[config.mk]
export PLATFORM = sky130hd
export DESIGN_NAME = c3f_queue
export DESIGN_NICKNAME = d
export VERILOG_FILES = /design/src/rtl/core/c3f_pkg.sv /design/src/rtl/core/c3f_queue.sv
export VERILOG_INCLUDE_DIRS = /design/src /design/src/rtl/core
export SDC_FILE = /design/constraint.sdc
export NUM_CORES = 1
export LEC_CHECK = 0
export ABC_CLOCK_PERIOD_IN_PS = 9300
export BUFFER_PORTS_ARGS = -buffer_cell sky130_fd_sc_hd__buf_2
export CAP_MARGIN = 15
export CORE_MARGIN = 1.5
export CORE_UTILIZATION = 35
export CTS_CLUSTER_DIAMETER = 80
export DETAILED_ROUTE_END_ITERATION = 10
export GPL_TIMING_DRIVEN = 0
export PLACE_DENSITY = 0.61
export SYNTH_ARGS = -nofsm -noshare
export SYNTH_HDL_FRONTEND = slang
export SYNTH_SLANG_ARGS = --single-unit
export TNS_END_PERCENT = 5
[constraint.sdc]
create_clock -name clk -period 9.3 [get_ports clk]
set_clock_uncertainty 0.15 [all_clocks]
set_input_delay 0.465 -clock clk [delete_from_list [all_inputs] [get_ports clk]]
set_output_delay 0.465 -clock clk [all_outputs]
set_load 0.05 [all_outputs]
[src/rtl/core/conv3x3_image_filter_defines.svh]
// Assertion helpers shared by the filter RTL.
`ifndef CONV3X3_IMAGE_FILTER_DEFINES_SVH
`define CONV3X3_IMAGE_FILTER_DEFINES_SVH

// same-cycle implication
`define C3F_ASSERT_IMP(lbl, ante, cons) \
lbl: assert property (@(posedge clk) disable iff (!rst_n) (ante) |-> (cons)) \
else $error("c3f assertion failed");

// next-cycle implication
`define C3F_ASSERT_NXT(lbl, ante, cons) \
lbl: assert property (@(posedge clk) disable iff (!rst_n) (ante) |=> (cons)) \
else $error("c3f assertion failed");

`endif

[src/rtl/core/c3f_pkg.sv]
package c3f_pkg;

    localparam int WIDTH_W       = 11;
    localparam int HEIGHT_W      = 13;
    localparam int MODE_W        = 3;
    localparam int MAX_WIDTH_DEF = 1024;
    localparam int MAX_HEIGHT    = 4096;
    localparam int CFG_IDX_W     = 2;
    localparam int CFG_DATA_W    = 13;
    localparam int QUEUE_DEPTH   = 4;
    localparam int QCNT_W        = $clog2(QUEUE_DEPTH + 1);

    localparam logic [7:0]  PAD_RAW = 8'd127;
    localparam logic [11:0] PAD_SM  = 12'd2032;
    // ceil(2^16 / 9), exact for the small sums used here
    localparam logic [12:0] RECIP9  = 13'd7282;

    localparam logic [MODE_W-1:0] MODE_EMBOSS  = 3'd0;
    localparam logic [MODE_W-1:0] MODE_BLUR    = 3'd1;
    localparam logic [MODE_W-1:0] MODE_SHARPEN = 3'd2;
    localparam logic [MODE_W-1:0] MODE_GAUSS   = 3'd3;
    localparam logic [MODE_W-1:0] MODE_PREWITT = 3'd4;
    localparam logic [MODE_W-1:0] MODE_LOG     = 3'd5;

    localparam logic [CFG_IDX_W-1:0] REG_WIDTH  = 2'd0;
    localparam logic [CFG_IDX_W-1:0] REG_HEIGHT = 2'd1;
    localparam logic [CFG_IDX_W-1:0] REG_MODE   = 2'd2;

    typedef logic [7:0]  pix_t;
    typedef logic [11:0] sm_t;

    typedef struct packed {
        logic [WIDTH_W-1:0]  width;
        logic [HEIGHT_W-1:0] height;
        logic [MODE_W-1:0]   mode;
    } cfg_t;

    typedef struct packed {
        pix_t [8:0] raw;
        sm_t  [8:0] sm;
        logic       last;
    } win_item_t;

    function automatic logic [11:0] gauss_sum(input pix_t [8:0] p);
        logic [11:0] s;
        s = 12'(p[0]) + 12'(p[2]) + 12'(p[6]) + 12'(p[8])
          + ((12'(p[1]) + 12'(p[3]) + 12'(p[5]) + 12'(p[7])) << 1)
          + (12'(p[4]) << 2);
        return s;
    endfunction

endpackage

[src/rtl/core/c3f_queue.sv]
`include "conv3x3_image_filter_defines.svh"
module c3f_queue (
    input  logic                       clk,
    input  logic                       rst_n,
    input  logic                       push,
    input  c3f_pkg::win_item_t         din,
    input  logic                       pop,
    output c3f_pkg::win_item_t         head,
    output logic                       empty,
    output logic [c3f_pkg::QCNT_W-1:0] count
);
    import c3f_pkg::*;

    localparam int PTR_W = (QUEUE_DEPTH > 1) ? $clog2(QUEUE_DEPTH) : 1;

    win_item_t        slot_reg [QUEUE_DEPTH];
    logic [PTR_W-1:0] wr_ptr_reg, rd_ptr_reg;
    logic [QCNT_W-1:0] count_reg;

    function automatic logic [PTR_W-1:0] bump(input logic [PTR_W-1:0] p);
        return (p == PTR_W'(QUEUE_DEPTH - 1)) ? '0 : p + 1'b1;
    endfunction

    always_ff @(posedge clk or negedge rst_n)
    begin
        if (!rst_n)
        begin
            wr_ptr_reg <= '0;
            rd_ptr_reg <= '0;
            count_reg  <= '0;
        end
        else
        begin
            if (push)
                wr_ptr_reg <= bump(wr_ptr_reg);
            if (pop)
                rd_ptr_reg <= bump(rd_ptr_reg);
            if (push && !pop)
                count_reg <= count_reg + 1'b1;
            else if (pop && !push)
                count_reg <= count_reg - 1'b1;
        end
    end

    always_ff @(posedge clk)
    begin
        if (push)
            slot_reg[wr_ptr_reg] <= din;
    end

    assign head  = slot_reg[rd_ptr_reg];
    assign empty = count_reg == '0;
    assign count = count_reg;

    `C3F_ASSERT_IMP(a_no_overflow, push && !pop, count_reg < QCNT_W'(QUEUE_DEPTH))
endmodule

Word-level counts from Yosys, hierarchy flattened --
Memory sizes are Yosys's and may differ from the RTL's. Cells that the tools add are included.
Cells by class: equality and inequality tests 2, muxes and demuxes 6, add/sub/neg operators 4, reductions and logical operators 6
Operators with widths (number):
- 2-to-1 mux 3 bit | 2
- adder 2 x 1 -> 2 bit, second input constant | 2
- == test 2 bit, second input constant | 2
- 2-to-1 mux 2 bit | 2
- adder 3 x 1 -> 3 bit, second input constant | 1
- zero test 3 bit | 1
- subtractor 3 x 1 -> 3 bit, second input constant | 1
- logical AND 1 bit | 2
- zero test 1 bit | 2
- 2-to-1 mux 1 bit | 2
- nonzero test 2 bit | 1
Storage, ports and cells: flip-flop bits (word level) 7, bits in writable memories 724, logic and storage cells 22, output and inout port bits 185, input port bits 185, memories kept 1
Memory list:
- slot_reg | words 4, bits a word 181, rd ports 1, clocked after memory_dff 0, wr ports 1, RTL line c3f_queue.sv:16 | win_item_t slot_reg [QUEUE_DEPTH];

Logic depth before layout (Yosys ltp) --
Gate-level depths: netlist (run 1).
depth in word-level cells 4, mapped depth 7, depth with buffers taken out 7

Worst setup path after synthesis (run 1) --
Ideal clock, no wire load.
path kind reg-to-reg, start register wr_ptr_reg[0], end memory slot_reg[2][0] (netlist name) (enable), required time 8.588 ns, setup slack 3.840 ns, setup time 0.562 ns, path buffers 0, cell stages (with the launch flop) 4, arrival time 4.747 ns, clock period less this slack 5.460 ns, cells stage by stage dfrtp_1 -> inv_1 -> ha_1 -> and2_1
RTL lines:
- from (decl) | RTL line c3f_queue.sv:17 | logic [PTR_W-1:0] wr_ptr_reg, rd_ptr_reg;
- from (signal assigned) | RTL line c3f_queue.sv:35 | wr_ptr_reg <= bump(wr_ptr_reg);
- to (decl) | RTL line c3f_queue.sv:16
Straight into the memory's write port.

==> reports/metrics.yaml, run 1 <==
status:
  status: "complete, no violations"
sta:
  slew_headroom: 0.4347
  rsz0062_at_grt: "no"
  final_hold_viol_count: 0
  setup_viol: 0
  worst_pin_slew_ns: 0.8479
  fmax_ghz: 0.2916
  setup_tns_ns: 0
  fin_crit_ns: 3.429
  whs_ns: 0.05938
  post-route-period-util: 0.3687
  maxSlewViolCount: 0
floorplanning:
  dieArea_sq_um: 77860
  ios: 370
  core-area_sq_um: 75700
  initial_utilization: 0.3523
  rows: 101
  die_h_microns: 279.0
  die_width_microns: 279.0
routing:
  ant_nets: 0
  via_count: 12615
  wl_per_cell_microns: 20.42
  drt_pass1_iterations: 4
  wirelength_microns: 54600
  drt_iter0_drc: 726
  drc: 0
  viasPerCell: 4.718
critical_path:
  endpoint: "head[16]"
  end_kind: "primary output"
  cpMostUsedCell: "buf_2"
  critPathMaxStageDelay_ns: 0.65
  reg2reg_depth: 5
  crit_slowest_cell: "clkbuf_1"
  crit_type: "reg -> out"
  startpoint: "rd_ptr_reg[1]"
  reg2reg_to: "slot_reg[1][74]"
  r2r_setup_slack_ns: 6.77
  critPathBufInv: 3
  required_ns: 8.69
  critical_path_peak_fanout: 10
  r2r-start: "wr_ptr_reg[1]"
  worstSetupStartpointType: "register"
  worstPathCellList: "clkbuf_1 > buf_2 > mux4_2 > buf_2"
  path_depth: 4
  worstPathArrival_ns: 2.81
  critical_path.top_delay_family: "buffers and inverters"
place:
  io_buffer_count: 369
  place_congestion: 0.7012
  dp_hpwl_microns: 33860
clocking:
  holdBufCountCts: 184
  root_buffer: "clkbuf_16"
  ctsResizeCount: 0
  numCtsBuffers: 79
  clock_sinks: 731
  clock_latency_ns: 0.62
  clock_path_buffers: 3
  htreeDepth: 3
  cts_tree: "done"
  path_clk_slew_ns: 0.06
  postCtsSetupBuffers: 0
global_routing:
  track_usage: 0.1406
  grt_pass1_vias: 13690
  grt_max_degree: 55
  grt_overflow: 0
  antenna_found_initial: 5
  grt_pass1_wl_microns: 82700
cells_and_area:
  filler_cell_count: 6360
  finalNetCount: 1820
  register_area_sq_um: 21920
  area_growth_pct: 29.27
  largest_reg_flops: 724
  fin_util: 0.4554
  multi_input_area_sq_um: 4300
  drive_gt1_frac: 0.4206
power:
  max-vdd-ir-drop_v: 0.0002181
  leakage_nw: 11.80
  finalPower_mw: 12.00
  power_frac_clock: 0.252
  pwr-share-comb: 0.388
  p_int_mw: 7.411
  switching_power_mw: 4.593
  switching_share: 0.3826
  p_per_area_nw_per_um2: 348.2
  pwr-share-seq: 0.360
hold_path:
  hp-class: "in -> async"
synthesis:
  synthCells: 982
  avgSynthCellArea_sq_um: 27.16
  yosys-top-cells-count: "edfxtp_1, mux4_2, buf_12, buf_2, clkbuf_1"
  synth-seq-area-share: 0.8218
  yosys-top-cells-area: "edfxtp_1, mux4_2, buf_12"
  yosysUniqueCellTypes: 20
  yosys_most_used_dff: "edfxtp_1"
  yosysMostFrequentCell: "edfxtp_1"
  synth_top_area_share: 0.8152
  ys_seq_elements: 731
  yosys.area.top_type: "edfxtp_1"
  synth_edf_count: 724
  yosysWarnings: 0
  synth-async-reset-ratio: 0.009576
  synth.cell_area_sq_um: 26670
  synth.net_count: 1174
job:
  cap_violations: 0
==> metrics by stage <==
step / setup WS (ns) / cell area, sq um / std cells
after global routing: 5.723 / 34470 / 2674
after global placement: 0.09601 / 29740 / 2329
final: 5.871 / 34470 / 2674
after CTS: 5.740 / 34470 / 2671
after detailed placement: 6.454 / 30080 / 2341
after floorplan: 3.840 / 26670 / 982
==> worst reg2reg max path: cells and delay by family (launching register included) <==
family | cells | cell delay [ns]
and+or+nand+nor | 1 | 0.56
buffers and inverters | 3 | 0.79
adders and majority gates | 1 | 0.16
DFF | 1 | 0.41
==> placed cells by master (no fill, tap or decap), types with 4 or more instances in the layout <==
cell type,netlist,layout
mux4_2,181,181
clkinv_2,0,9
ha_1,6,6
buf_8,7,7
buf_12,11,11
inv_1,4,4
dfrtp_1,7,7
edfxtp_1,724,724
bufinv_16,0,5
buf_2,10,379
buf_16,0,12
clkbuf_16,0,79
clkbuf_1,9,32
inv_6,0,7
clkinv_16,0,4
clkinv_1,0,12
clkinvlp_4,0,5
and2_4,0,4
dlygate4sd3_1,0,184
==> how the worst min path moves through the flow <==
stage | to | slack, ns | cells after the start
3_3_place_gp | count[2] | 0.16 | 1
2_1_floorplan | count[0] | 0.02 | 0
5_1_grt | count[1] | 0.05 | 2
6_report | count[1] | 0.06 | 2
4_1_cts | count[1] | 0.007 | 2
3_5_place_dp | count[2] | 0.16 | 1
==> per-layer routing <==
| layer | vias to the layer above | routed length, microns | global-route usage | share of wire |
|---|---|---|---|---|
| li1 | 5602 | - | - | - |
| met1 | 6583 | 22710 | 0.1796 | 0.42 |
| met2 | 329 | 26840 | 0.2301 | 0.49 |
| met3 | 97 | 3430 | 0.04042 | 0.063 |
| met4 | 4 | 1606 | 0.04877 | 0.029 |
| met5 | - | 20 | 0 | 0.00037 |
==> cells by family (layout without fill, tap and decap cells) <==
kind of cell             count (synthesis)  count (layout)  share of synthesized area
AO/OA/AOI/OAI                            2               2                  0.0003754
XOR/XNOR                                 3               3                  0.0009854
adder cells (fa/ha/maj)                  7               7                   0.003566
buffers and inverters                   45             756                    0.01731
flip-flops                             731             731                     0.8218
multiplexers                           184             184                     0.1541
other                                    0               3                          0
AND/OR/NAND/NOR                         10              10                   0.001830
==> area by class of cell <==
cell class / count / area share
flip-flops and latches: 731 / 0.6357
plain buffers: 41 / 0.01296
multi-input cells: 206 / 0.1247
diodes: 3 / 0.0002178
inverters: 4 / 0.0004355
clock buffers: 102 / 0.05985
repair buffers: 565 / 0.1166
well taps: 978 / 0.03550
clock inverters: 44 / 0.01397
==> power groups by stage <==
stage	Clock (mW)	Combinational [mW]	Sequential, mW
after floorplan	0	3.50	4.49
after detailed placement	0	4.70	4.39
final	3.03	4.66	4.32
after global routing	3.23	4.91	4.36
after CTS	3.12	4.77	4.32
after global placement	0	4.60	4.58
Note: power is estimated with default switching activity, not from simulation.
==> run 2, diff against run 1 <==
- ABC_AREA: default -> 1
- ABC_CLOCK_PERIOD_IN_PS: 9300 -> 3400
- clock period: 9.3 -> 3.4 ns (I/O delays scaled with it)
==> run 2 against run 1 <==
Via count grew 45%. Final cell count increased by 48%. Worst hold slack gained 0.078 ns. Sequential share of layout area decreased by 5.1 points. Combinational power increased to 3.3 times the previous value. Worst setup slack worse by 5.5 ns. Synthesized cell count rose by 120%.
==> reports/metrics.yaml, run 2 <==
clocking:
  ctsResizeCount: 0
  clock_path_buffers: 3
  cts_tree: "done"
  clock_sinks: 731
  root_buffer: "clkbuf_16"
  htreeDepth: 3
  numCtsBuffers: 80
  path_clk_slew_ns: 0.06
  holdBufCountCts: 185
  clock_latency_ns: 0.61
  postCtsSetupBuffers: 0
sta:
  whs_ns: 0.1371
  fmax_ghz: 0.3306
  rsz0062_at_grt: "no"
  setup_ws_ns: 0.3748
  slew_headroom: 0.4505
  post-route-period-util: 0.8898
  worst_pin_slew_ns: 0.8243
  fin_crit_ns: 3.025
  maxSlewViolCount: 0
  final_hold_viol_count: 0
  setup_viol: 0
synthesis:
  avgSynthCellArea_sq_um: 13.58
  synth-seq-area-share: 0.7460
  synth-async-reset-ratio: 0.009576
  yosys_most_used_dff: "edfxtp_1"
  synthCells: 2163
  ys_seq_elements: 731
  yosys.area.top_type: "edfxtp_1"
  yosys-top-cells-count: "edfxtp_1, nand2_1, inv_1, o211ai_1, o211ai_2"
  yosys-top-cells-area: "edfxtp_1, o211ai_1, nand2_1"
  synth.cell_area_sq_um: 29380
  synth_top_area_share: 0.7401
  synth.net_count: 2355
  yosysWarnings: 0
  yosysMostFrequentCell: "edfxtp_1"
  synth_edf_count: 724
  yosysUniqueCellTypes: 20
status:
  status: "complete, no violations"
power:
  p_per_area_nw_per_um2: 942.9
  max-vdd-ir-drop_v: 0.0007766
  leakage_nw: 15.09
critical_path:
  worstPathArrival_ns: 2.71
  r2r_setup_slack_ns: 0.87
  critical_path_peak_fanout: 10
  end_kind: "primary output"
  worstSetupStartpointType: "register"
  crit_type: "reg -> out"
  critPathMaxStageDelay_ns: 0.66
  required_ns: 3.08
  worstPathCellList: "inv_1 > buf_4 > clkbuf_1 > o211ai_1 > nand2_1 > buf_2"
  crit_slowest_cell: "clkbuf_1"
place:
  dp_slack_ns: 0.8513
  place_congestion: 0.7495
  dp_hpwl_microns: 49060
  place_inst: 3636
  io_buffer_count: 369
floorplanning:
  core-area_sq_um: 83420
  dieArea_sq_um: 85680
  die_h_microns: 292.7
  initial_utilization: 0.3521
  rows: 106
  die_width_microns: 292.7
  ios: 370
global_routing:
  track_usage: 0.1747
  grt_max_degree: 37
  grtUsageMet1: 0.2185
  grt_overflow: 0
  grt_use_met2: 0.2980
  globalRoute.busiestLayer: "met2"
  antenna_found_initial: 9
  grt_pass1_wl_microns: 113200
  grt_pass1_vias: 18711
  use_met3: 0.04651
cells_and_area:
  fin_cells: 3970
  drive_gt1_frac: 0.2302
  mostFrequentLayoutCell: "edfxtp_1"
  layout_common_cells: "edfxtp_1, nand2_1, buf_2"
  largest_reg_flops: 724
  area_growth_pct: 27.65
  fin_util: 0.4495
  finalNetCount: 3015
routing:
  wl_per_cell_microns: 18.95
  ant_nets: 0
  viasPerCell: 4.615
  wirelength_microns: 75250
  drt_pass1_iterations: 5
  drt_iter0_drc: 881
  drc: 0
  via_count: 18323
hold_path:
  hp-class: "in -> reg"
job:
  cap_violations: 0
[run 2: changes by cell type after synthesis, moves of 25 or more]
| cell | previous run | this run |
|---|---|---|
| clkbuf_1 | 9 | 34 |
| buf_2 | 10 | 43 |
| mux4_2 | 181 | 0 |
| o211ai_2 | 0 | 60 |
| o211ai_1 | 0 | 302 |
| buf_6 | 2 | 34 |
| inv_1 | 4 | 374 |
| nand2_1 | 2 | 558 |
[run 2: final cells by class]
type | instances | area (sq um)
Timing Repair Buffer | 578 | 4179
Clock buffer | 99 | 2093
Tap cell | 1080 | 1351
Multi-Input combinational cell | 937 | 5278
Antenna cell | 5 | 12.51
Sequential cell | 731 | 21920
Inverter | 375 | 1423
Fill cell | 7473 | 45920
Clock inverter | 45 | 454.2
Buffer | 120 | 793.3
[run 2: metrics by stage]
step                cell area, sq um  total power, mW  TNS [ns]
global placement               32610            27.22  -2193.89
floorplan                      29410            22.58   -364.06
detailed placement             33090            27.25         0
finish                         37500            35.36         0
global route                   37490            37.07         0
CTS                            37490            35.83         0
[run 2: worst max-delay path: cells and delay by family, from the launching register on]
family	cells	cell delay, ns
buffers and inverters	4	1.32
DFF	1	0.42
AOI/OAI and AO/OA	1	0.24
and+or+nand+nor	1	0.11
[run 2: layer usage]
metal / wire, microns / share of wire
met4: 1632 / 0.022
met1: 31760 / 0.42
met3: 5043 / 0.067
met2: 36750 / 0.49
met5: 65 / 0.00086
[run 2: logic make-up (layout without fill, tap and decap cells)]
logic type | Yosys count | count (layout) | share of synthesized area
AOI/OAI and AO/OA | 366 | 366 | 0.1034
adders and majority gates | 7 | 7 | 0.003237
and+or+nand+nor | 563 | 563 | 0.07211
DFF | 731 | 731 | 0.7460
buffers and inverters | 495 | 1217 | 0.07492
xor gates and xnor gates | 1 | 1 | 0.0002982
other | 0 | 5 | 0
[run 2: path summary, 6_finish.rpt]
kind                               start              end  cells past startpoint
max in group asynchronous          rst_n    wr_ptr_reg[0]                      3
min                              din[50]  slot_reg[2][50]                      2
max                        rd_ptr_reg[1]        head[107]                      6
min reg2reg                     count[2]         count[2]                      2
max reg2reg                wr_ptr_reg[0]  slot_reg[3][72]                      7
min in group asynchronous          rst_n    rd_ptr_reg[1]                      3
[run 2: power breakdown]
| part | switching (mW) | internal [mW] |
|---|---|---|
| Sequential | 0.314 | 11.5 |
| Combinational | 11.6 | 3.56 |
| Clock | 3.61 | 4.76 |
