File: src/rtl/core/conv3x3_image_filter_defines.svh
// Assertion helpers shared by the filter RTL.
`ifndef CONV3X3_IMAGE_FILTER_DEFINES_SVH
`define CONV3X3_IMAGE_FILTER_DEFINES_SVH

// same-cycle implication
`define C3F_ASSERT_IMP(lbl, ante, cons) \
lbl: assert property (@(posedge clk) disable iff (!rst_n) (ante) |-> (cons)) \
else $error("c3f assertion failed");

// next-cycle implication
`define C3F_ASSERT_NXT(lbl, ante, cons) \
lbl: assert property (@(posedge clk) disable iff (!rst_n) (ante) |=> (cons)) \
else $error("c3f assertion failed");

`endif

File: src/rtl/core/c3f_pkg.sv
package c3f_pkg;

    localparam int WIDTH_W       = 11;
    localparam int HEIGHT_W      = 13;
    localparam int MODE_W        = 3;
    localparam int MAX_WIDTH_DEF = 1024;
    localparam int MAX_HEIGHT    = 4096;
    localparam int CFG_IDX_W     = 2;
    localparam int CFG_DATA_W    = 13;
    localparam int QUEUE_DEPTH   = 4;
    localparam int QCNT_W        = $clog2(QUEUE_DEPTH + 1);

    localparam logic [7:0]  PAD_RAW = 8'd127;
    localparam logic [11:0] PAD_SM  = 12'd2032;
    // ceil(2^16 / 9), exact for the small sums used here
    localparam logic [12:0] RECIP9  = 13'd7282;

    localparam logic [MODE_W-1:0] MODE_EMBOSS  = 3'd0;
    localparam logic [MODE_W-1:0] MODE_BLUR    = 3'd1;
    localparam logic [MODE_W-1:0] MODE_SHARPEN = 3'd2;
    localparam logic [MODE_W-1:0] MODE_GAUSS   = 3'd3;
    localparam logic [MODE_W-1:0] MODE_PREWITT = 3'd4;
    localparam logic [MODE_W-1:0] MODE_LOG     = 3'd5;

    localparam logic [CFG_IDX_W-1:0] REG_WIDTH  = 2'd0;
    localparam logic [CFG_IDX_W-1:0] REG_HEIGHT = 2'd1;
    localparam logic [CFG_IDX_W-1:0] REG_MODE   = 2'd2;

    typedef logic [7:0]  pix_t;
    typedef logic [11:0] sm_t;

    typedef struct packed {
        logic [WIDTH_W-1:0]  width;
        logic [HEIGHT_W-1:0] height;
        logic [MODE_W-1:0]   mode;
    } cfg_t;

    typedef struct packed {
        pix_t [8:0] raw;
        sm_t  [8:0] sm;
        logic       last;
    } win_item_t;

    function automatic logic [11:0] gauss_sum(input pix_t [8:0] p);
        logic [11:0] s;
        s = 12'(p[0]) + 12'(p[2]) + 12'(p[6]) + 12'(p[8])
          + ((12'(p[1]) + 12'(p[3]) + 12'(p[5]) + 12'(p[7])) << 1)
          + (12'(p[4]) << 2);
        return s;
    endfunction

endpackage

File: src/rtl/core/c3f_res_if.sv
interface c3f_res_if;
    logic       valid;
    logic       ready;
    logic [7:0] pixel_out;
    logic       frame_last;

    modport source (output valid, output pixel_out, output frame_last, input ready);
    modport sink   (input valid, input pixel_out, input frame_last, output ready);
endinterface

File: src/rtl/core/c3f_back.sv
`include "conv3x3_image_filter_defines.svh"
module c3f_back (
    input  logic                       clk,
    input  logic                       rst_n,
    input  logic [c3f_pkg::MODE_W-1:0] mode,
    input  c3f_pkg::win_item_t         head,
    input  logic                       q_empty,
    output logic                       pop,
    c3f_res_if.source                  res
);
    import c3f_pkg::*;

    function automatic logic [7:0] clamp8(input logic signed [17:0] v);
        if (v < 0)
            return 8'd0;
        if (v > 18'sd255)
            return 8'd255;
        return v[7:0];
    endfunction

    logic adv2, load1;
    logic s1_valid_reg, s1_last_reg;
    logic [11:0]        s1_sum_reg, s1_gauss_reg;
    logic signed [9:0]  s1_emb_reg;
    logic signed [12:0] s1_sharp_reg;
    logic signed [10:0] s1_gy_reg, s1_gx_reg;
    logic signed [16:0] s1_lap_reg;
    logic out_valid_reg, out_last_reg;
    logic [7:0] out_pix_reg;

    assign adv2  = !out_valid_reg || res.ready;
    assign load1 = !s1_valid_reg || adv2;
    assign pop   = load1 && !q_empty;

    // stage 1: window sums
    logic signed [17:0] pr [9];
    logic signed [17:0] ps [9];
    logic signed [17:0] sum, gy, gx, lap;

    always_comb
    begin
        for (int k = 0; k < 9; k++)
        begin
            pr[k] = signed'({10'd0, head.raw[k]});
            ps[k] = signed'({6'd0, head.sm[k]});
        end
        sum = pr[0] + pr[1] + pr[2] + pr[3] + pr[4] + pr[5] + pr[6] + pr[7] + pr[8];
        gy  = (pr[6] + pr[7] + pr[8]) - (pr[0] + pr[1] + pr[2]);
        gx  = (pr[0] + pr[3] + pr[6]) - (pr[2] + pr[5] + pr[8]);
        lap = (ps[4] <<< 3) - (ps[0] + ps[1] + ps[2] + ps[3] + ps[5] + ps[6] + ps[7] + ps[8]);
    end

    always_ff @(posedge clk or negedge rst_n)
    begin
        if (!rst_n)
            s1_valid_reg <= 1'b0;
        else if (load1)
            s1_valid_reg <= !q_empty;
    end

    always_ff @(posedge clk)
    begin
        if (pop)
        begin
            s1_last_reg  <= head.last;
            s1_sum_reg   <= 12'(sum);
            s1_gauss_reg <= gauss_sum(head.raw);
            s1_emb_reg   <= 10'(pr[8] - pr[0] + 18'sd127);
            s1_sharp_reg <= 13'((pr[4] <<< 3) + pr[4] - sum);
            s1_gy_reg    <= 11'(gy);
            s1_gx_reg    <= 11'(gx);
            s1_lap_reg   <= 17'(lap);
        end
    end

    // stage 2: divide by nine, clamp, select
    logic [28:0] blur_p, sharp_p;
    logic [7:0]  cg, v;

    always_comb
    begin
        blur_p  = 29'(s1_sum_reg) * 29'(RECIP9);
        sharp_p = 29'(s1_sharp_reg[11:0]) * 29'(RECIP9);
        cg      = clamp8(18'(s1_gy_reg));
        unique case (mode)
            MODE_EMBOSS:  v = clamp8(18'(s1_emb_reg));
            MODE_SHARPEN: v = (s1_sharp_reg < 0) ? 8'd0 : sharp_p[23:16];
            MODE_GAUSS:   v = s1_gauss_reg[11:4];
            MODE_PREWITT: v = clamp8(signed'({10'd0, cg}) + 18'(s1_gx_reg));
            MODE_LOG:     v = (s1_lap_reg < 0) ? 8'd0 : clamp8(18'(s1_lap_reg) >>> 4);
            default:      v = blur_p[23:16];
        endcase
    end

    always_ff @(posedge clk or negedge rst_n)
    begin
        if (!rst_n)
            out_valid_reg <= 1'b0;
        else if (adv2)
            out_valid_reg <= s1_valid_reg;
    end

    always_ff @(posedge clk)
    begin
        if (adv2 && s1_valid_reg)
        begin
            out_pix_reg  <= v;
            out_last_reg <= s1_last_reg;
        end
    end

    assign res.valid      = out_valid_reg;
    assign res.pixel_out  = out_pix_reg;
    assign res.frame_last = out_last_reg;

    `C3F_ASSERT_IMP(a_pop_nonempty, pop, !q_empty)
    `C3F_ASSERT_NXT(a_stage1_held, s1_valid_reg && !adv2, s1_valid_reg)
endmodule

File: src/flat_wrapper.sv
// flat-port wrapper written by rule: the top's interface ports become plain ports
module c3f_back_flat import c3f_pkg::*;
  (clk, rst_n, mode, head, q_empty, pop, res_valid, res_pixel_out, res_frame_last, res_ready);
  c3f_res_if res_i ();
  input  logic clk;
  input  logic rst_n;
  input  logic [c3f_pkg::MODE_W-1:0] mode;
  input  c3f_pkg::win_item_t head;
  input  logic q_empty;
  output logic pop;
  output wire logic [$bits(res_i.valid)-1:0] res_valid;
  output wire logic [$bits(res_i.pixel_out)-1:0] res_pixel_out;
  output wire logic [$bits(res_i.frame_last)-1:0] res_frame_last;
  input wire logic [$bits(res_i.ready)-1:0] res_ready;
  assign res_valid = res_i.valid;
  assign res_pixel_out = res_i.pixel_out;
  assign res_frame_last = res_i.frame_last;
  assign res_i.ready = res_ready;
  c3f_back u_core (.clk(clk), .rst_n(rst_n), .mode(mode), .head(head), .q_empty(q_empty), .pop(pop), .res(res_i));
endmodule
File: config.mk
export PLATFORM = sky130hd
export DESIGN_NAME = c3f_back_flat
export DESIGN_NICKNAME = d
export VERILOG_FILES = /design/src/rtl/core/c3f_pkg.sv /design/src/rtl/core/c3f_res_if.sv /design/src/rtl/core/c3f_back.sv /design/src/flat_wrapper.sv
export VERILOG_INCLUDE_DIRS = /design/src /design/src/rtl/core
export SDC_FILE = /design/constraint.sdc
export NUM_CORES = 1
export LEC_CHECK = 0
export BUFFER_PORTS_ARGS = -buffer_cell sky130_fd_sc_hd__buf_2
export CELL_PAD_IN_SITES_DETAIL_PLACEMENT = 1
export CELL_PAD_IN_SITES_GLOBAL_PLACEMENT = 1
export CORE_MARGIN = 2
export CORE_UTILIZATION = 33
export DETAILED_ROUTE_END_ITERATION = 6
export HOLD_SLACK_MARGIN = 0.15
export PLACE_DENSITY_LB_ADDON = 0.1
export SETUP_SLACK_MARGIN = 0.4
export SYNTH_ARGS = -nofsm -noshare
export SYNTH_HDL_FRONTEND = slang
export SYNTH_SLANG_ARGS = --single-unit
File: constraint.sdc
create_clock -name clk -period 6 [get_ports clk]
set_input_delay 0.3 -clock clk [delete_from_list [all_inputs] [get_ports clk]]
set_output_delay 0.3 -clock clk [all_outputs]
set_load 0.03 [all_outputs]
**After elaboration in Yosys (flattened, before gate mapping)**

Index checks and enable logic that the tools add are counted.

- $add $sub $neg: 37
- Multipliers: 2
- Div/mod/pow operators: 0
- Magnitude comparators: 10
- Equality and inequality tests: 4
- Shifts and indexed selects: 0
- Mux-type cells: 37
- Bitwise gates (word level): 0
- Reduce and logical (&&, ||, !) cells: 8

Operator list:

| kind | count |
|---|---|
| $mux 8 | 18 |
| $add 17x13->17 | 6 |
| $add 13x9->13 | 6 |
| $add 8x8->9 | 6 |
| $mul 12x12->23 const B | 2 |
| $pmux 8 s5 | 1 |
| $add 11x9->11 | 3 |
| $lt 13x1->1 const B | 2 |
| $add 12x8->12 | 2 |
| $add 11x8->11 | 2 |
| $sub 11x11->11 | 2 |
| $mux 1 | 18 |
| $lt 17x1->1 const B | 1 |
| $sub 16x17->17 | 1 |
| $add 12x12->13 | 1 |
| $gt 13x9->1 const B | 1 |
| $sub 13x13->13 | 1 |
| $add 11x8->12 | 1 |
| $add 12x10->12 | 1 |
| $add 12x12->12 | 1 |
| $add 9x11->12 | 1 |
| $gt 12x9->1 const B | 1 |
| $lt 12x1->1 const B | 1 |
| $gt 11x9->1 const B | 1 |
| 12 further kinds | 18 |

- Bits in registers: 98
- Latch bits: 0
- Bits in writable memories: 0
- ROM bits: 0
- Bits of input ports: 188
- Output and inout port bits: 11
- Word-level logic and storage cells: 110
- Memories kept: 0

**Depth between registers and ports, before layout**

Gate-level depths: netlist of the first run.

- Depth after elaboration: 14
- Depth in mapped cells: 27
- Gate-level depth less buffers: 27

**Worst setup path after synthesis of the first run**

OpenSTA, ideal clock, no wires.

- Path type: input to register
- Start: input port head[110] (netlist name)
- End: register u_core.s1_sharp_reg[11], data pin
- Setup time: 0.262 ns
- Arrival time: 6.164 ns
- Required time: 5.738 ns
- Slack: -0.426 ns
- Stages: 25
- Buffers on the path: 0
- Path through: inv_1 -> fa_1 -> inv_1 -> ha_1 -> fa_1 -> xor2_1 -> fa_1 -> inv_1 -> fa_1 -> fa_1 -> fa_1 -> inv_1 -> ha_1 -> a21oi_1 -> o21bai_1 -> a21o_1 -> a21o_1 -> a21o_1 -> a21o_1 -> xnor2_1 -> ha_1 -> or2_2 -> a21oi_1 -> a21oi_1 -> xor2_1

- Word-level cells in the longest chain between the ends: 9

RTL lines:

| what | line | source |
|---|---|---|
| start, declared | flat_wrapper.sv:8 | `input c3f_pkg::win_item_t head;` |
| $add 8x8->9 | c3f_back.sv:47 | `sum = pr[0] + pr[1] + pr[2] + pr[3] + pr[4] + pr[5] + pr[6] + pr[7] + pr[8];` |
| $add 9x8->10 | c3f_back.sv:47 |  |
| $add 13x9->13 (6 in series) | c3f_back.sv:47 |  |
| $sub 13x13->13 | c3f_back.sv:69 | `s1_sharp_reg <= 13'((pr[4] <<< 3) + pr[4] - sum);` |
| end signal, assigned | c3f_back.sv:69 |  |
| end, declared | c3f_back.sv:25 | `logic signed [12:0] s1_sharp_reg;` |

No other way between the ends.
A chain may end at the register's enable or synchronous reset.

**Worst setup path after layout of the first run**

Ends and elaborated chain as after synthesis.

==> results of run 1 <==
-- cells in the final DEF, fill, tap and decap left out, types with 6 or more instances in the layout --
| master | count |
|---|---|
| inv_1 | 382 |
| ha_1 | 288 |
| fa_1 | 234 |
| buf_2 | 195 |
| buf_4 | 109 |
| xnor2_1 | 92 |
| edfxtp_1 | 88 |
| nor2_1 | 79 |
| a21oi_1 | 78 |
| o21ai_0 | 53 |
| a21o_1 | 45 |
| nand2_1 | 43 |
| xor2_1 | 35 |
| o21bai_1 | 28 |
| a21oi_2 | 21 |
| nor2b_1 | 18 |
| nand3_1 | 16 |
| nand2b_1 | 16 |
| ha_4 | 15 |
| nor3_1 | 13 |
| inv_2 | 11 |
| xnor2_2 | 9 |
| clkbuf_16 | 9 |
| o21a_1 | 7 |
| nand4_1 | 7 |
| a21boi_0 | 7 |
| o211ai_1 | 6 |
| a31oi_1 | 6 |
| fa_2 | 6 |
-- logic make-up (layout without fill, tap and decap cells) --
kind of cell	after synthesis	count (layout)	synth area share, %
fa+ha+maj	545	545	50.3
buf+inv	399	723	8.74
compound gates	309	309	11.5
simple gates	227	227	6.35
xor+xnor	143	143	7.31
flops	90	90	15.7
mux	1	1	0.0584
other cells	0	1	0
-- metal layers --
layer / vias to the layer above / GRT usage [%]
met5: - / 0
met4: 0 / 3.23
met3: 29 / 2.11
met2: 105 / 33.1
met1: 6386 / 23.7
li1: 6246 / -
-- timing repair --
item                                    CTS  global route
pin swaps                                38            42
endpoints found under the hold margin     4             0
hold buffers                              3             0
setup buffers                            14            16
resized for setup                        46            55
endpoints found under the setup margin   12            18
-- how the worst max path moves through the flow --
stage	endpoint	startpoint	slack, ns
final	u_core.s1_sharp_reg[11]$_DFFE_PP_	head[110]	0.15
after global routing	u_core.s1_sharp_reg[11]$_DFFE_PP_	head[110]	-0.07
after CTS	u_core.s1_sharp_reg[11]$_DFFE_PP_	head[110]	0.11
after detailed placement	u_core.s1_sharp_reg[11]$_DFFE_PP_	head[110]	-0.45
after global placement	u_core.s1_sharp_reg[11]$_DFFE_PP_	head[110]	-0.34
after floorplan	u_core.s1_sharp_reg[11]$_DFFE_PP_	head[110]	-0.01
-- metrics by stage --
stage / TNS, ns / hold slack [ns] / area, um^2 / util (%)
floorplan: -0.0129 / 0.00441 / 17300 / -
global placement: -1.47 / 0.0877 / 19700 / 38.4
detailed placement: -2.44 / 0.0905 / 19700 / 38.4
CTS: 0 / 0.230 / 20400 / 39.8
global route: -0.105 / 0.251 / 20800 / 40.6
finish: 0 / 0.245 / 20800 / 40.6
-- worst max-delay path: cells and delay by family --
kind	cells	cell delay [ns]
adders and majority gates	9	3.49
AOI/OAI and AO/OA	7	1.06
and+or+nand+nor	3	0.43
xor gates and xnor gates	3	0.37
buffers and inverters	5	0.31
-- layout make-up --
cell class	count	area [um^2]
diodes	1	2.50
multi-input cells	1225	13600
clock buffers	9	225
flip-flops and latches	90	2690
well taps	680	851
fillers	5943	30500
inverters	395	1490
repair buffers	312	1880
clock inverters	7	75.1
==> impl_metrics.csv, run 1 <==
group,metric,value,unit
min_path,min-delay-path-class,"input pin to register",
cts,clock_latency,0.37,ns
synthesis,synth-edff-count,88,
sta,period_needed,5.85,ns
synthesis,synth_top_area_cell,"fa_1",
floorplanning,num_rows,83,
cts,cts_tree,"done",
synthesis,synth_flop_cell,"edfxtp_1",
finish,final_cells,2719,
critical_path,crit_arrival,5.97,ns
place,gp_congestion,0.822,
synthesis,ys_seq_area_share,15.7,%
floorplanning,core,51300,um^2
critical_path,end_kind,"register",
grt,grt_pass1_wl,75400,um
synthesis,ys_seq_elements,90,
finish,drive_above_1_share,21.4,%
critical_path,rr_endpoint,"u_core.res.pixel_out[7]$_DFFE_PP_",
detailed_routing,wl_met1,21400,um
floorplanning,dieArea,53800,um^2
critical_path,worstSetupStartpointType,"input pin",
grt,antenna_found_initial,1,
sta,finalHoldViolations,0,
min_path,min_from,"res_ready",
cts,cts_num_sinks,90,
critical_path,r2r_start,"u_core.s1_sharp_reg[7]$_DFFE_PP_",
detailed_routing,met2_wirelength,24500,um
synthesis,synthDistinctLibCells,61,
detailed_routing,met3_length,1160,um
detailed_routing,vias,12766,
place,numPortBuffers,198,
synthesis,synth_area,17100,um^2
critical_path,path_common_cell,"fa_1",
detailed_routing,highest_layer,"met4",
critical_path,path_max_fanout,3,
detailed_routing,ant_nets,0,
sta,clock_skew,0.0114,ns
run_status,status,"completed",
critical_path,critPathKind,"input pin to register",
critical_path,crit_required,6.12,ns
min_path,whs_endpoint,"u_core.res.valid$_DFFE_PN0P_",
detailed_routing,drt_iter0_markers,368,
finish,nets,2766,
synthesis,async_flop_share,2.22,%
sta,fin_ws,0.147,ns
detailed_routing,vias_per_cell,4.70,
sta,slew_violations,0,
synthesis,yosys.cell_count.top_type,"inv_1",
critical_path,critical_path.max_stage_delay,0.52,ns
sta,setup_viol,0,
detailed_routing,wl,47600,um
finish,area_delta_synth_final,21.5,%
place,dp_worst_setup_slack,-0.448,ns
detailed_routing,dr.pass1.iters,4,
sta,worstMarginPinSlew,1.07,ns
critical_path,cp_slowest_cell,"fa_1",
synthesis,yosys-top-cells-area,"fa_1, ha_1, edfxtp_1, inv_1, xnor2_1",
synthesis,synthTopCellsByCount,"inv_1, ha_1, fa_1, xnor2_1, a21oi_1",
cts,clockRootBuffer,"clkbuf_16",
sta,rsz0062_at_grt,"yes",
grt,overflow,0,
detailed_routing,wire_per_inst,17.5,um
synthesis,syn-num-nets,2447,
sta,relSlewSlack,28.0,%
floorplanning,die_x,232,um
run,drv_cap,0,
synthesis,yosysWarnings,0,
min_path,min_path_cells,3,
detailed_routing,drc_errors,0,
grt,grt_pass1_vias,14196,
place,dp_hpwl,43200,um
grt,grt_use_total,18.3,%
cts,ctsHtreeMaxLevel,3,
synthesis,syn_inst,1714,
cts,cts_buffer_depth,2,
critical_path,ff2ff_path_depth,17,
cts,cts_made_buffers,9,
sta,finalCritPeriodShare,97.6,%
synthesis,synth_top_area_share,28.0,%
grt,grt_max_degree,50,
floorplanning,die_h,232,um
synthesis,synth.avg_cell_area,10.0,um^2
floorplanning,initial_core_util,33.4,%
sta,max_freq,171,MHz
floorplanning,ios,199,
place,placed_cells,2669,
cts,clkTransAtPathRegs,0.07,ns
critical_path,worst-r2r-setup-slack,0.59,ns
Power of run 1 is not shown: default switching activity piles up to over one toggle a cycle in this logic, so the estimate is an artifact.
==> run 2: changes to the inputs <==
Clock period 6 ns to 5.9 ns, I/O delays scaled along.
==> run 2 against run 1 <==
Effect of this change: core utilization up 0.60 points; clock skew is 0.0034 ns lower; via count grew 0.80%; non-clock buffer count increased by 18; clock-buffer cell count unchanged; final area grew 1.5%; critical endpoint unchanged.
==> impl_metrics.csv, run 2 (synthesized netlist as in run 1, its figures left out) <==
group,metric,value,unit
floorplanning,core,51300,um^2
finish,drive_above_1_share,22.8,%
sta,setup_viol,0,
cts,ctsHtreeMaxLevel,3,
sta,tns,0,ns
critical_path,path_max_fanout,2,
place,numPortBuffers,198,
cts,cts_made_buffers,9,
sta,slew_violations,0,
detailed_routing,wl,48600,um
detailed_routing,wire_per_inst,17.7,um
cts,cts_tree,"done",
sta,rsz0062_at_grt,"yes",
critical_path,cp_slowest_cell,"fa_2",
sta,clock_skew,0.00801,ns
grt,grt_use_total,18.5,%
floorplanning,die_h,232,um
detailed_routing,dr.pass1.iters,4,
grt,antenna_found_initial,0,
critical_path,worstSetupStartpointType,"input pin",
grt,overflow,0,
critical_path,crit_buf_inv,6,
floorplanning,dieArea,53800,um^2
floorplanning,ios,199,
sta,finalCritPeriodShare,99.7,%
run_status,status,"completed",
detailed_routing,ant_nets,0,
min_path,min-delay-path-class,"input pin to register",
sta,period_needed,5.88,ns
cts,clockRootBuffer,"clkbuf_16",
finish,antenna_cells,0,
detailed_routing,drt_iter0_markers,452,
place,placed_cells,2675,
sta,relSlewSlack,31.9,%
run,drv_cap,0,
finish,final_cells,2736,
finish,nets,2784,
grt,grt_pass1_vias,14229,
grt,grt_max_degree,31,
critical_path,end_kind,"register",
grt,grt_pass1_wl,76200,um
detailed_routing,drc_errors,0,
critical_path,critical_path.max_stage_delay,0.59,ns
floorplanning,num_rows,83,
floorplanning,die_x,232,um
sta,finalHoldViolations,0,
floorplanning,initial_core_util,33.4,%
detailed_routing,vias,12868,
sta,timing.hold.ws,0.214,ns
finish,area_delta_synth_final,23.3,%
cts,clock_latency,0.37,ns
place,gp_congestion,0.840,
sta,max_freq,170,MHz
critical_path,crit_required,6.03,ns
cts,clkTransAtPathRegs,0.08,ns
finish,layout_common_cells,"inv_1, ha_1, fa_1, buf_2, buf_4",
cts,cts_num_sinks,90,
detailed_routing,vias_per_cell,4.70,
place,dp_hpwl,43700,um
critical_path,critPathKind,"input pin to register",
finish,mostFrequentLayoutCell,"inv_1",
critical_path,crit_arrival,6.01,ns
critical_path,crit_family,"adder cells",
cts,cts_buffer_depth,2,
sta,worstMarginPinSlew,1.01,ns
## run 2: layout make-up
cell class              instances  area, um^2
inverters                     395        1490
well taps                     680         851
multi-input cells            1225       13700
repair buffers                330        2080
flip-flops and latches         90        2690
clock buffers                   9         225
fillers                      5914       30200
clock inverters                 7        95.1
## run 2: worst paths after layout
check | startpoint | end | slack [ns] | cells past startpoint
worst max-delay path | head[110] | u_core.s1_sharp_reg[11]$_DFFE_PP_ | 0.02 | 26
max in group asynchronous | rst_n | u_core.res.valid$_DFFE_PN0P_ | 5.55 | 2
worst min-delay path | res_ready | u_core.res.valid$_DFFE_PN0P_ | 0.21 | 3
min in group asynchronous | rst_n | u_core.s1_valid_reg$_DFFE_PN0N_ | 0.26 | 2
worst min register to register | u_core.s1_last_reg$_DFFE_PP_ | u_core.res.frame_last$_DFFE_PP_ | 0.43 | 0
worst max register to register | u_core.s1_sharp_reg[2]$_DFFE_PP_ | u_core.res.pixel_out[5]$_DFFE_PP_ | 0.53 | 16
## run 2: stage by stage
step	utilization, %	setup WS, ns	instance area [um^2]
2_1_floorplan	-	-0.108	17300
3_3_place_gp	38.5	-0.418	19800
3_5_place_dp	38.5	-0.542	19800
4_1_cts	40.1	0.0199	20600
5_1_grt	41.2	-0.193	21100
6_report	41.2	0.0160	21100
## run 2: worst reg2reg max path, cell delays in order, from the launching register on
cell and delay (ns):
edfxtp_1 0.48, fa_1 0.56, ha_4 0.30, inv_2 0.03
fa_1 0.45, fa_1 0.51, inv_1 0.06, fa_1 0.54
ha_4 0.23, a2111oi_4 0.35, a211oi_2 0.10, and3_1 0.17
a221o_1 0.36, o22ai_1 0.28, xnor2_1 0.16, nand2_1 0.07
a32oi_1 0.45
## run 2: per-layer routing
| metal | global-route usage (%) | share of wire, % |
|---|---|---|
| met5 | 0 | 0 |
| met4 | 3.23 | 1.1 |
| met3 | 1.99 | 2.8 |
| met2 | 33.0 | 51 |
| met1 | 24.4 | 45 |
## run 2: what timing repair did
action / 4_1_cts / 5_1_grt
hold buffers: 3 / 0
endpoints found under the hold margin: 4 / 0
gates resized for setup: 55 / 76
setup endpoints to repair: 17 / 22
pin swaps: 30 / 76
buffers inserted: 21 / 21
Power of run 2 is left out for the same reason.
